File: config.mk
export PLATFORM = sky130hd
export DESIGN_NAME = iir_direct_form2_transposed_unit
export DESIGN_NICKNAME = d
export VERILOG_FILES = /design/src/design/iirdf2t_pkg.sv /design/src/design/iirdf2t_mul.sv /design/src/design/iir_direct_form2_transposed_unit.sv
export VERILOG_INCLUDE_DIRS = /design/src /design/src/design
export SDC_FILE = /design/constraint.sdc
export NUM_CORES = 2
export LEC_CHECK = 0
export ABC_AREA = 1
export ABC_CLOCK_PERIOD_IN_PS = 10300
export BUFFER_PORTS_ARGS = -buffer_cell sky130_fd_sc_hd__buf_2
export CAP_MARGIN = 15
export CORE_ASPECT_RATIO = 1.75
export CORE_MARGIN = 5
export CORE_UTILIZATION = 35
export CTS_BUF_LIST = sky130_fd_sc_hd__clkbuf_8
export DETAILED_ROUTE_END_ITERATION = 10
export PLACE_DENSITY = 0.49
export SLEW_MARGIN = 0
export SYNTH_ARGS = -nofsm -noshare
export SYNTH_HDL_FRONTEND = slang
export SYNTH_SLANG_ARGS = --single-unit
export TNS_END_PERCENT = 1
File: constraint.sdc
create_clock -name clk_i -period 10.3 [get_ports clk_i]
set_input_delay 0 -clock clk_i [delete_from_list [all_inputs] [get_ports clk_i]]
set_output_delay 0 -clock clk_i [all_outputs]
set_load 0.1 [all_outputs]
File: src/design/iir_direct_form2_transposed_unit_defines.svh
// Assertion macros for the IIR transposed direct form II unit.
// Needs clk_i and rst_ni in the scope where the macros are used.
`ifndef IIR_DIRECT_FORM2_TRANSPOSED_UNIT_DEFINES_SVH
`define IIR_DIRECT_FORM2_TRANSPOSED_UNIT_DEFINES_SVH

// same-cycle implication
`define IIRDF2T_ASSERT_NOW(lbl, ante, cons, msg) \
  lbl: assert property (@(posedge clk_i) disable iff (!rst_ni) (ante) |-> (cons)) \
    else $error(msg);

// next-cycle implication
`define IIRDF2T_ASSERT_NEXT(lbl, ante, cons, msg) \
  lbl: assert property (@(posedge clk_i) disable iff (!rst_ni) (ante) |=> (cons)) \
    else $error(msg);

`endif

File: src/design/iirdf2t_pkg.sv
// Package for the IIR transposed direct form II unit: widths, command codes,
// sequencer states and the multiplier request type. No dependencies.
`timescale 1ns / 1ps

package iirdf2t_pkg;

  localparam int MAX_ORDER = 8;

  localparam int XW     = 24;                 // sample, Q1.23
  localparam int KW     = 32;                 // coefficient, Q4.28
  localparam int STW    = 48;                 // state, Q8.40
  localparam int IW     = 4;                  // entry index
  localparam int CMDW   = 3;
  localparam int ORDW   = 4;                  // order register
  localparam int PW     = KW + XW;            // full product, Q.51
  localparam int RND_SH = 11;
  localparam int RW     = PW - RND_SH;        // rounded product, Q.40
  localparam int Y_SH   = 17;

  localparam int CW = $clog2(MAX_ORDER + 1);                    // coef index
  localparam int SW = (MAX_ORDER > 1) ? $clog2(MAX_ORDER) : 1;  // state index
  localparam int OW = CW;                                       // effective order
  localparam int AW = (CW > IW) ? CW : IW;                      // shared address

  localparam logic [ORDW-1:0] ORDER_RESET = ORDW'(8);

  localparam logic [CMDW-1:0] CMD_SAMPLE   = 3'd0;
  localparam logic [CMDW-1:0] CMD_WR_NUM   = 3'd1;
  localparam logic [CMDW-1:0] CMD_WR_DEN   = 3'd2;
  localparam logic [CMDW-1:0] CMD_WR_STATE = 3'd3;
  localparam logic [CMDW-1:0] CMD_RD_STATE = 3'd4;

  typedef enum logic [2:0] {
    ST_IDLE,
    ST_B0,
    ST_Y,
    ST_AY,
    ST_UPD,
    ST_RES
  } iirdf2t_state_e;

  typedef struct packed {
    logic                 load;
    logic signed [KW-1:0] coef;
    logic signed [XW-1:0] opnd;
  } iirdf2t_mul_req_t;

endpackage

File: src/design/iirdf2t_mul.sv
// Shared coefficient multiplier: registered 32x24 product, rounded half up
// to Q.40. Depends on iirdf2t_pkg.
`timescale 1ns / 1ps

module iirdf2t_mul (
  input  logic                                   clk_i,
  input  iirdf2t_pkg::iirdf2t_mul_req_t          req_i,
  output logic signed [iirdf2t_pkg::RW-1:0]      rnd_o
);
  import iirdf2t_pkg::*;

  logic signed [PW-1:0] prod_q;
  logic signed [PW-1:0] prod_sum;

  always_ff @(posedge clk_i) begin
    if (req_i.load) begin
      prod_q <= PW'(req_i.coef) * PW'(req_i.opnd);
    end
  end

  assign prod_sum = prod_q + PW'(1 << (RND_SH - 1));
  assign rnd_o    = prod_sum[PW-1:RND_SH];

endmodule

File: src/design/iir_direct_form2_transposed_unit.sv
// IIR filter, transposed direct form II, one shared multiplier under a sequencer.
// The one multiplier does 2*order+1 products per sample. No new command is taken
// until a sample's or state read's result is out; in idle, one write per cycle.
// A held result keeps the sequencer in its last step and in_ready_o low.
// Reset clears all coefficients and delay states and sets order_in_use to 8.
`timescale 1ns / 1ps
`include "iir_direct_form2_transposed_unit_defines.svh"

module iir_direct_form2_transposed_unit (
  input  logic                                  clk_i,
  input  logic                                  rst_ni,
  input  logic                                  cfg_valid_i,
  output logic                                  cfg_ready_o,
  input  logic [iirdf2t_pkg::ORDW-1:0]          cfg_order_in_use_i,
  input  logic                                  in_valid_i,
  output logic                                  in_ready_o,
  input  logic [iirdf2t_pkg::CMDW-1:0]          cmd_i,
  input  logic signed [iirdf2t_pkg::XW-1:0]     sample_in_i,
  input  logic [iirdf2t_pkg::IW-1:0]            entry_index_i,
  input  logic signed [iirdf2t_pkg::KW-1:0]     coef_value_i,
  input  logic signed [iirdf2t_pkg::STW-1:0]    state_value_i,
  input  logic                                  end_of_block_i,
  output logic                                  out_valid_o,
  input  logic                                  out_ready_i,
  output logic                                  result_kind_o,
  output logic signed [iirdf2t_pkg::XW-1:0]     sample_out_o,
  output logic signed [iirdf2t_pkg::STW-1:0]    state_word_o,
  output logic                                  saturated_o,
  output logic                                  block_done_o
);
  import iirdf2t_pkg::*;

  localparam int YAW = STW + 1;
  localparam int YRW = YAW - Y_SH;
  localparam int UAW = STW + 2;
  localparam logic signed [YRW-1:0] Y_HI = {{(YRW-XW+1){1'b0}}, {(XW-1){1'b1}}};
  localparam logic signed [YRW-1:0] Y_LO = {{(YRW-XW+1){1'b1}}, {(XW-1){1'b0}}};
  localparam logic signed [UAW-1:0] S_HI = {{(UAW-STW+1){1'b0}}, {(STW-1){1'b1}}};
  localparam logic signed [UAW-1:0] S_LO = {{(UAW-STW+1){1'b1}}, {(STW-1){1'b0}}};

  iirdf2t_state_e state_q, state_d;
  logic [SW-1:0]  k_q, k_d;
  logic [ORDW-1:0] order_q;

  logic signed [KW-1:0]  num_q [MAX_ORDER+1];
  logic signed [KW-1:0]  den_q [MAX_ORDER+1];
  logic signed [STW-1:0] st_q  [MAX_ORDER];

  logic signed [XW-1:0]  x_q;
  logic                  eob_q;
  logic signed [XW-1:0]  y_q;
  logic                  sat_q;
  logic signed [RW-1:0]  bx_q;
  logic signed [STW-1:0] rdw_q;
  logic                  kind_q;

  logic                  out_valid_q;
  logic                  result_kind_q;
  logic signed [XW-1:0]  sample_out_q;
  logic signed [STW-1:0] state_word_q;
  logic                  saturated_q;
  logic                  block_done_q;

  logic                  in_xfer;
  logic                  out_free;
  logic [OW-1:0]         order_eff;
  logic [OW-1:0]         k_inc;
  logic                  last;
  logic [AW-1:0]         caddr;
  logic [AW-1:0]         saddr;
  logic signed [KW-1:0]  num_rd;
  logic signed [KW-1:0]  den_rd;
  logic                  st_ok;
  logic signed [STW-1:0] st_rd;
  logic signed [RW-1:0]  rnd;
  iirdf2t_mul_req_t      mreq;

  logic signed [YAW-1:0] y_acc;
  logic signed [YAW-1:0] y_sum;
  logic signed [YRW-1:0] y_rnd;
  logic signed [XW-1:0]  y_new;
  logic                  y_sat;
  logic signed [UAW-1:0] s_acc;
  logic signed [STW-1:0] s_new;

  iirdf2t_mul u_mul (
    .clk_i (clk_i),
    .req_i (mreq),
    .rnd_o (rnd)
  );

  assign cfg_ready_o = 1'b1;
  assign in_ready_o  = (state_q == ST_IDLE);
  assign in_xfer     = in_valid_i && in_ready_o;
  assign out_free    = !out_valid_q || out_ready_i;

  assign order_eff = (int'(order_q) > MAX_ORDER) ? OW'(MAX_ORDER) : OW'(order_q);
  assign k_inc     = OW'(k_q) + OW'(1);
  assign last      = (k_inc == order_eff);

  always_comb begin
    case (state_q)
      ST_Y:    caddr = AW'(1);
      ST_AY:   caddr = AW'(k_inc);
      ST_UPD:  caddr = AW'(k_inc) + AW'(1);
      default: caddr = '0;
    endcase
  end

  assign num_rd = (int'(caddr) <= MAX_ORDER) ? num_q[CW'(caddr)] : '0;
  assign den_rd = (int'(caddr) <= MAX_ORDER) ? den_q[CW'(caddr)] : '0;

  // one state read port: host read in idle, next state during the update
  assign saddr = (state_q == ST_IDLE) ? AW'(entry_index_i) : AW'(k_inc);
  assign st_ok = (int'(saddr) < MAX_ORDER) && ((state_q == ST_IDLE) || !last);
  assign st_rd = st_ok ? st_q[SW'(saddr)] : '0;

  // y = round(b0*x) + s0, rounded to Q1.23 and clipped
  always_comb begin
    y_acc = {{(YAW-RW){rnd[RW-1]}}, rnd};
    if (order_eff != '0) begin
      y_acc = y_acc + {st_q[0][STW-1], st_q[0]};
    end
    y_sum = y_acc + YAW'(1 << (Y_SH - 1));
    y_rnd = y_sum[YAW-1:Y_SH];
    y_sat = 1'b0;
    if (y_rnd > Y_HI) begin
      y_new = Y_HI[XW-1:0];
      y_sat = 1'b1;
    end else if (y_rnd < Y_LO) begin
      y_new = Y_LO[XW-1:0];
      y_sat = 1'b1;
    end else begin
      y_new = y_rnd[XW-1:0];
    end
  end

  // s[k] = round(b*x) - round(a*y) + s[k+1], clipped silently
  always_comb begin
    s_acc = {{(UAW-RW){bx_q[RW-1]}}, bx_q} - {{(UAW-RW){rnd[RW-1]}}, rnd}
          + {{(UAW-STW){st_rd[STW-1]}}, st_rd};
    if (s_acc > S_HI) begin
      s_new = S_HI[STW-1:0];
    end else if (s_acc < S_LO) begin
      s_new = S_LO[STW-1:0];
    end else begin
      s_new = s_acc[STW-1:0];
    end
  end

  always_ff @(posedge clk_i or negedge rst_ni) begin
    if (!rst_ni) begin
      state_q <= ST_IDLE;
      k_q     <= '0;
    end else begin
      state_q <= state_d;
      k_q     <= k_d;
    end
  end

  always_comb begin
    state_d   = state_q;
    k_d       = k_q;
    mreq.load = 1'b0;
    mreq.coef = num_rd;
    mreq.opnd = x_q;
    case (state_q)
      ST_IDLE: begin
        if (in_valid_i) begin
          case (cmd_i)
            CMD_SAMPLE:   state_d = ST_B0;
            CMD_RD_STATE: state_d = ST_RES;
            default:      state_d = ST_IDLE;
          endcase
        end
      end
      ST_B0: begin
        mreq.load = 1'b1;
        state_d   = ST_Y;
      end
      ST_Y: begin
        if (order_eff == '0) begin
          state_d = ST_RES;
        end else begin
          mreq.load = 1'b1;
          k_d       = '0;
          state_d   = ST_AY;
        end
      end
      ST_AY: begin
        mreq.load = 1'b1;
        mreq.coef = den_rd;
        mreq.opnd = y_q;
        state_d   = ST_UPD;
      end
      ST_UPD: begin
        if (last) begin
          state_d = ST_RES;
        end else begin
          mreq.load = 1'b1;
          k_d       = k_q + SW'(1);
          state_d   = ST_AY;
        end
      end
      ST_RES: begin
        if (out_free) begin
          state_d = ST_IDLE;
        end
      end
      default: state_d = ST_IDLE;
    endcase
  end

  always_ff @(posedge clk_i or negedge rst_ni) begin
    if (!rst_ni) begin
      order_q <= ORDER_RESET;
    end else if (cfg_valid_i && cfg_ready_o) begin
      order_q <= cfg_order_in_use_i;
    end
  end

  always_ff @(posedge clk_i or negedge rst_ni) begin
    if (!rst_ni) begin
      for (int i = 0; i <= MAX_ORDER; i++) begin
        num_q[i] <= '0;
        den_q[i] <= '0;
      end
      for (int i = 0; i < MAX_ORDER; i++) begin
        st_q[i] <= '0;
      end
    end else begin
      if (in_xfer) begin
        case (cmd_i)
          CMD_WR_NUM: begin
            if (int'(entry_index_i) <= MAX_ORDER) begin
              num_q[CW'(entry_index_i)] <= coef_value_i;
            end
          end
          CMD_WR_DEN: begin
            if (int'(entry_index_i) <= MAX_ORDER) begin
              den_q[CW'(entry_index_i)] <= coef_value_i;
            end
          end
          CMD_WR_STATE: begin
            if (int'(entry_index_i) < MAX_ORDER) begin
              st_q[SW'(entry_index_i)] <= state_value_i;
            end
          end
          default: ;
        endcase
      end
      if (state_q == ST_UPD) begin
        st_q[k_q] <= s_new;
      end
    end
  end

  always_ff @(posedge clk_i) begin
    if (in_xfer) begin
      x_q    <= sample_in_i;
      eob_q  <= end_of_block_i;
      rdw_q  <= st_rd;
      kind_q <= (cmd_i == CMD_RD_STATE);
    end
    if (state_q == ST_Y) begin
      y_q   <= y_new;
      sat_q <= y_sat;
    end
    if (state_q == ST_AY) begin
      bx_q <= rnd;
    end
  end

  always_ff @(posedge clk_i or negedge rst_ni) begin
    if (!rst_ni) begin
      out_valid_q <= 1'b0;
    end else if ((state_q == ST_RES) && out_free) begin
      out_valid_q <= 1'b1;
    end else if (out_ready_i) begin
      out_valid_q <= 1'b0;
    end
  end

  always_ff @(posedge clk_i) begin
    if ((state_q == ST_RES) && out_free) begin
      result_kind_q <= kind_q;
      if (kind_q) begin
        sample_out_q <= '0;
        saturated_q  <= 1'b0;
        block_done_q <= 1'b0;
        state_word_q <= rdw_q;
      end else begin
        sample_out_q <= y_q;
        saturated_q  <= sat_q;
        block_done_q <= eob_q;
        state_word_q <= '0;
      end
    end
  end

  assign out_valid_o   = out_valid_q;
  assign result_kind_o = result_kind_q;
  assign sample_out_o  = sample_out_q;
  assign state_word_o  = state_word_q;
  assign saturated_o   = saturated_q;
  assign block_done_o  = block_done_q;

  `IIRDF2T_ASSERT_NEXT(a_smp_start, in_xfer && (cmd_i == CMD_SAMPLE), state_q == ST_B0, "sample transfer did not start the multiply sequence")
  `IIRDF2T_ASSERT_NOW(a_loop_bound, (state_q == ST_AY) || (state_q == ST_UPD), (order_eff != '0) && (k_inc <= order_eff), "state loop ran past the order in use")
  `IIRDF2T_ASSERT_NOW(a_rd_fields, out_valid_o && result_kind_o, (sample_out_o == '0) && !saturated_o && !block_done_o, "state read result carries sample fields")
  `IIRDF2T_ASSERT_NOW(a_smp_fields, out_valid_o && !result_kind_o, state_word_o == '0, "sample result carries a state word")

endmodule
# Word-level counts from Yosys, hierarchy flattened
# Index checks and enable logic that the tools add are counted.
[totals]
register_bits = 1246
input_bits = 121
[op_classes]
n_eq_ne = 14
order_cmp = 17
addsub = 8
bitwise = 5
mux = 49
n_reduce_logical = 21
multipliers = 1
[op_table]
columns = ["cell", "count"]
rows = [
  ["$mux 384", 4],
  ["$bwmux 384", 2],
  ["$bwmux 288", 2],
  ["$mux 48", 7],
  ["$demux 48 s3", 2],
  ["$bmux 32 s4", 2],
  ["$mux 32", 7],
  ["$bmux 48 s3", 1],
  ["$demux 32 s4", 1],
  ["$add 56x12->56 const B", 1],
  ["$mul 32x24->56", 1],
  ["$mux 56", 1],
  ["$add 45x48->49", 1],
  ["$add 46x48->49", 1],
  ["$add 49x18->49 const B", 1],
  ["$gt 49x48->1 const B", 1],
  ["$lt 49x48->1 const B", 1],
  ["$mux 49", 1],
  ["$sub 45x45->46", 1],
  ["$gt 32x24->1 const B", 1],
  ["$lt 32x24->1 const B", 1],
  ["$mux 24", 1],
  ["$mux 3", 6],
  ["$pmux 3 s6", 1],
  ["32 further kinds", 67],
]

# Longest topological paths before layout
[depth]
word_depth = 13
mapped_depth = 46
mapped_depth_nobuf = 43

# Modules after synthesis
# From an unflattened synthesis, not the netlist that was laid out.
[unflattened]
hier_cells = 12420
hier_area_um2 = 96532.6
[modules_own_cells]
columns = ["module", "instances", "area_per_inst_um2", "cells_each"]
rows = [
  ["iir_direct_form2_transposed_unit", 1, 65416.5, 8427],
  ["iirdf2t_mul", 1, 31116.1, 3993],
]

# Worst setup path before layout
# Ideal clock, no wire load.
[synth_path]
path_type = "register to register"
startpoint = "register state_q[0]"
endpoint = "register u_mul.prod_q[53] (data pin)"
setup_time_ns = 0.252
period_less_slack_ns = 9.354
required_time_ns = 10.048
path_slack_ns = 0.946
t_arrival_ns = 9.101
path_stages_with_launch = 36
path_cell_list = "dfrtp_1 nor3_2 a21oi_1 nand2_1 buf_4 buf_4 buf_4 buf_4 buf_2 nand2_1 nand3_1 a21oi_1 o311ai_0 nand2_1 inv_1 buf_2 nand2_1 fa_1 inv_1 fa_1 inv_1 fa_1 inv_1 fa_1 fa_1 fa_1 fa_1 ha_1 a21oi_1 o21ai_0 a21oi_1 nor4_1 a2111oi_0 nand2_1 nand2_1 nand2_1"
[synth_between]
elab_chain_cells = 9
word_cells_on_any_way = 16
cone_classes = "mul (1); order compare (1); eq/ne (3); mux (10); bitwise (1)"
[synth_lines]
columns = ["item", "line", "text"]
rows = [
  ["start, declared", "iir_direct_form2_transposed_unit.sv:41", "iirdf2t_state_e state_q, state_d;"],
  ["start signal, assigned", "iir_direct_form2_transposed_unit.sv:156", "state_q <= state_d;"],
  ["$eq 3x3->1 (tied with other cells)", "iir_direct_form2_transposed_unit.sv:102", "case (state_q)"],
  ["$pmux 4 s3", "iir_direct_form2_transposed_unit.sv:102", ""],
  ["$not 4->5 (implied by the code)", "iir_direct_form2_transposed_unit.sv:110, iir_direct_form2_transposed_unit.sv:111", ""],
  ["$bmux 32 s4, on equally long branches", "iir_direct_form2_transposed_unit.sv:110, iir_direct_form2_transposed_unit.sv:111", ""],
  ["$mux 32, on equally long branches (3 in a row)", "iir_direct_form2_transposed_unit.sv:110, iir_direct_form2_transposed_unit.sv:111", ""],
  ["$mux 56 (*)", "iir_direct_form2_transposed_unit.sv:167", "case (state_q)"],
  ["$mul 32x24->56 (*)", "iirdf2t_mul.sv:17", "prod_q <= PW'(req_i.coef) * PW'(req_i.opnd);"],
  ["end signal, assigned", "iirdf2t_mul.sv:17", ""],
  ["end, declared", "iirdf2t_mul.sv:12", "logic signed [PW-1:0] prod_q;"],
]
# Every way passes the cells marked *; elsewhere a longest branch is shown, timed or not. The select of a mux whose other input is x is not followed.
# A chain may end at the register's enable or synchronous reset.

# Worst setup path after layout
[layout_path]
startpoint = "register k_q[0]"
endpoint = "register u_mul.prod_q[49] (data pin)"
[layout_between]
elab_chain_cells = 10
word_cells_on_any_way = 15
cone_classes = "add/sub (2); mul (1); order compare (1); mux (10); bitwise (1)"
[layout_lines]
columns = ["item", "line", "text"]
rows = [
  ["start, declared", "iir_direct_form2_transposed_unit.sv:42", "logic [SW-1:0] k_q, k_d;"],
  ["start signal, assigned", "iir_direct_form2_transposed_unit.sv:157", "k_q <= k_d;"],
  ["$add 3x1->4 (*)", "iir_direct_form2_transposed_unit.sv:98", "assign k_inc = OW'(k_q) + OW'(1);"],
  ["$add 4x1->4", "iir_direct_form2_transposed_unit.sv:105", "ST_UPD: caddr = AW'(k_inc) + AW'(1);"],
  ["$pmux 4 s3 (*)", "iir_direct_form2_transposed_unit.sv:102", ""],
  ["$not 4->5 (implied by the code)", "iir_direct_form2_transposed_unit.sv:110, iir_direct_form2_transposed_unit.sv:111", ""],
  ["$bmux 32 s4, on equally long branches", "iir_direct_form2_transposed_unit.sv:110, iir_direct_form2_transposed_unit.sv:111", ""],
  ["$mux 32, on equally long branches (3 in a row)", "iir_direct_form2_transposed_unit.sv:110, iir_direct_form2_transposed_unit.sv:111", ""],
  ["$mux 56 (*)", "iir_direct_form2_transposed_unit.sv:167", ""],
  ["$mul 32x24->56 (*)", "iirdf2t_mul.sv:17", ""],
]
# Marks and branches as above.

==> impl_metrics.json <==
{
  "status": "finished, final reports clean",
  "clkTransAtPathRegs_ns": 0.06,
  "max_slew_margin_pct": 13.4,
  "yosysTopAreaCellShare_pct": 25.5,
  "cp_slowest_stage_delay_ns": 0.73,
  "fin_util_pct": 39.6,
  "crit_type": "reg -> reg",
  "drc": 0,
  "critPathRequiredTime_ns": 10.91,
  "drv_cap": 0,
  "startpoint_type": "flop",
  "grt_overflow": 0,
  "drt_iter0_markers": 6876,
  "synth-edff-count": 265,
  "synth_ff_type": "dfrtp_1",
  "die_h_um": 701,
  "path_delay_family": "adder cells",
  "holdCritPathClass": "in -> reg",
  "timing.fmax_mhz": 100,
  "ios": 199,
  "drt_pass1_iterations": 6,
  "finalMaxSlewViolations": 0,
  "cp_max_fo": 33,
  "clk_latency_ns": 1.04,
  "rsz0062_at_grt": "false",
  "wirelength_mm": 414,
  "cts_tree": "built",
  "finalCriticalPeriod_ns": 9.98,
  "synthCells": 12000,
  "synth_nets": 13200,
  "port_buffers": 197,
  "antenna_found_initial": 15,
  "clock_path_buffers": 4,
  "grt_max_degree": 169,
  "dp.cells": 15500,
  "crit_path_end_kind": "flop",
  "finalInstanceArea_um2": 107000,
  "routedWlPerCell_um": 25.8,
  "final_cell_mix": "nand2_1, inv_1, o21ai_0",
  "core_area_um2": 271000,
  "instances_no_fill": 16100,
  "htree_num_levels": 4,
  "fp.dieArea_um2": 283000,
  "viasPerCell": 5.29,
  "cp_num_buf_inv": 7,
  "synth_seq_cells": 1236,
  "fin_tns_setup_ns": 0,
  "ys_async_sr_fraction_pct": 78.6,
  "drive_gt1_share_pct": 9.04,
  "dp_hpwl_mm": 311,
  "clock_sinks": 1236,
  "min_from": "state_value_i[44]",
  "yosys-top-cells-area": "dfrtp_1, fa_1, nand2_1",
  "nets": 13500,
  "final_common_cell": "nand2_1",
  "synth_area_leader_cell": "dfrtp_1",
  "synthToLayoutAreaGrowth_pct": 12.5,
  "yosys.cell_types.count": 78,
  "hold_viol": 0,
  "seq_area_frac_synth_pct": 33.8,
  "cp_slowest_cell": "fa_1",
  "worst_pin_slew_ns": 1.29,
  "place.gp.congestion": 1.05,
  "initial_utilization_pct": 35.2,
  "r2r_start": "k_q[0]$_DFFE_PN0P_",
  "syn_area_um2": 95400,
  "cts_buffers": 210,
  "synth_warnings": 0,
  "die_x_um": 405,
  "grt_pass1_wl_mm": 599,
  "finalCritPeriodShare_pct": 96.9,
  "num_vias": 84900,
  "startpoint": "k_q[0]$_DFFE_PN0P_",
  "ant_nets": 0,
  "cts_root_buf": "clkbuf_8",
  "finalSetupViolCount": 0,
  "arrival_ns": 10.59,
  "crit_top_cell": "fa_1",
  "placed_area_um2": 101000,
  "grt_use_total_pct": 28.8,
  "num_rows": 253,
  "grt_pass1_vias": 88300,
  "avgSynthCellArea_um2": 7.92,
  "skew_ns": 0.168
}
-- worst paths after layout --
kind | end | slack (ns) | cells past startpoint
setup / recovery | u_mul.prod_q[49]$_DFFE_PP_ | 0.32 | 33
hold / removal | st_q[332]$_DFF_PN0_ | 0.09 | 6
setup reg to reg | u_mul.prod_q[49]$_DFFE_PP_ | 0.32 | 33
hold reg to reg | den_q[205]$_DFFE_PN0P_ | 0.48 | 2
max in group asynchronous | st_q[102]$_DFF_PN0_ | 8.27 | 5
min in group asynchronous | st_q[190]$_DFF_PN0_ | 0.32 | 4
-- repair_timing --
action	in CTS	in global routing
hold buffers	187	0
endpoints found under the hold margin	1463	0
resized for setup	1	13
setup endpoints to repair	2	14
pin swaps	0	0
setup buffers	0	3
-- cell type report --
cell class,count,area (um^2)
clock buffer,249,3430
clock inverter,116,689
tap,3570,4470
sequential,1236,32300
antenna,15,37.5
timing repair buffer,671,5360
fill,28100,164000
multi-input combinational,8421,54400
inverter,1776,6700
-- cell families (layout without fill, tap and decap cells) --
logic type / after synthesis / count (layout) / share of synthesized area, %
DFF: 1236 / 1236 / 33.8
muxes: 45 / 45 / 0.476
AOI/OAI and AO/OA: 2227 / 2227 / 13.2
buffers and inverters: 2385 / 2812 / 9.61
xor gates and xnor gates: 154 / 154 / 1.42
other: 1 / 16 / 0.00393
and+or+nand+nor: 4915 / 4915 / 20.7
adders and majority gates: 1079 / 1079 / 20.7
-- cells in the mapped netlist (all sizes together) (63+ instances only) --
cell and n:
a21oi 264, a31oi 63, buf 124, clkbuf 485, dfrtp 970, edfxtp 265
fa 830, ha 249, inv 1762, nand2 3413, nand3 340, nand4 63
nor2 973, o211ai 67, o21ai 1516, o221ai 87, xor2 102
-- registers in the layout (all words and copies together) (netlist names) --
| name | count |
|---|---|
| k_q | 3 |
| sat_q | 1 |
| bx_q | 45 |
| num_q | 288 |
| sample_out_o | 24 |
| eob_q | 1 |
| out_valid_o | 1 |
| rdw_q | 48 |
| saturated_o | 1 |
| den_q | 288 |
| x_q | 24 |
| u_mul.prod_q | 46 |
| y_q | 24 |
| state_word_o | 48 |
| st_q | 384 |
| block_done_o | 1 |
| order_q | 4 |
| kind_q | 1 |
| state_q | 3 |
| result_kind_o | 1 |
-- layer usage --
layer | vias up | wire [um] | track usage (%)
li1 | 38600 | - | -
met1 | 41900 | 143000 | 30.4
met2 | 3305 | 205000 | 50.9
met3 | 1155 | 21900 | 3.48
met4 | 4 | 44400 | 24.7
met5 | - | 28 | 0
-- per-stage QoR --
step	setup WS (ns)	hold slack, ns
global route	0.0000542	0.0900
detailed placement	0.0676	0.148
floorplan	0.946	-0.296
CTS	0.0989	0.00941
finish	0.317	0.0943
global placement	0.0992	0.143
-- worst min-delay path, delay by kind of cell --
family                 cells  cell delay (ns)
buffers and inverters      4             0.82
AOI/OAI and AO/OA          2             0.26
Power is not shown: default switching activity piles up to over one toggle a cycle in this logic, so the estimate is an artifact.
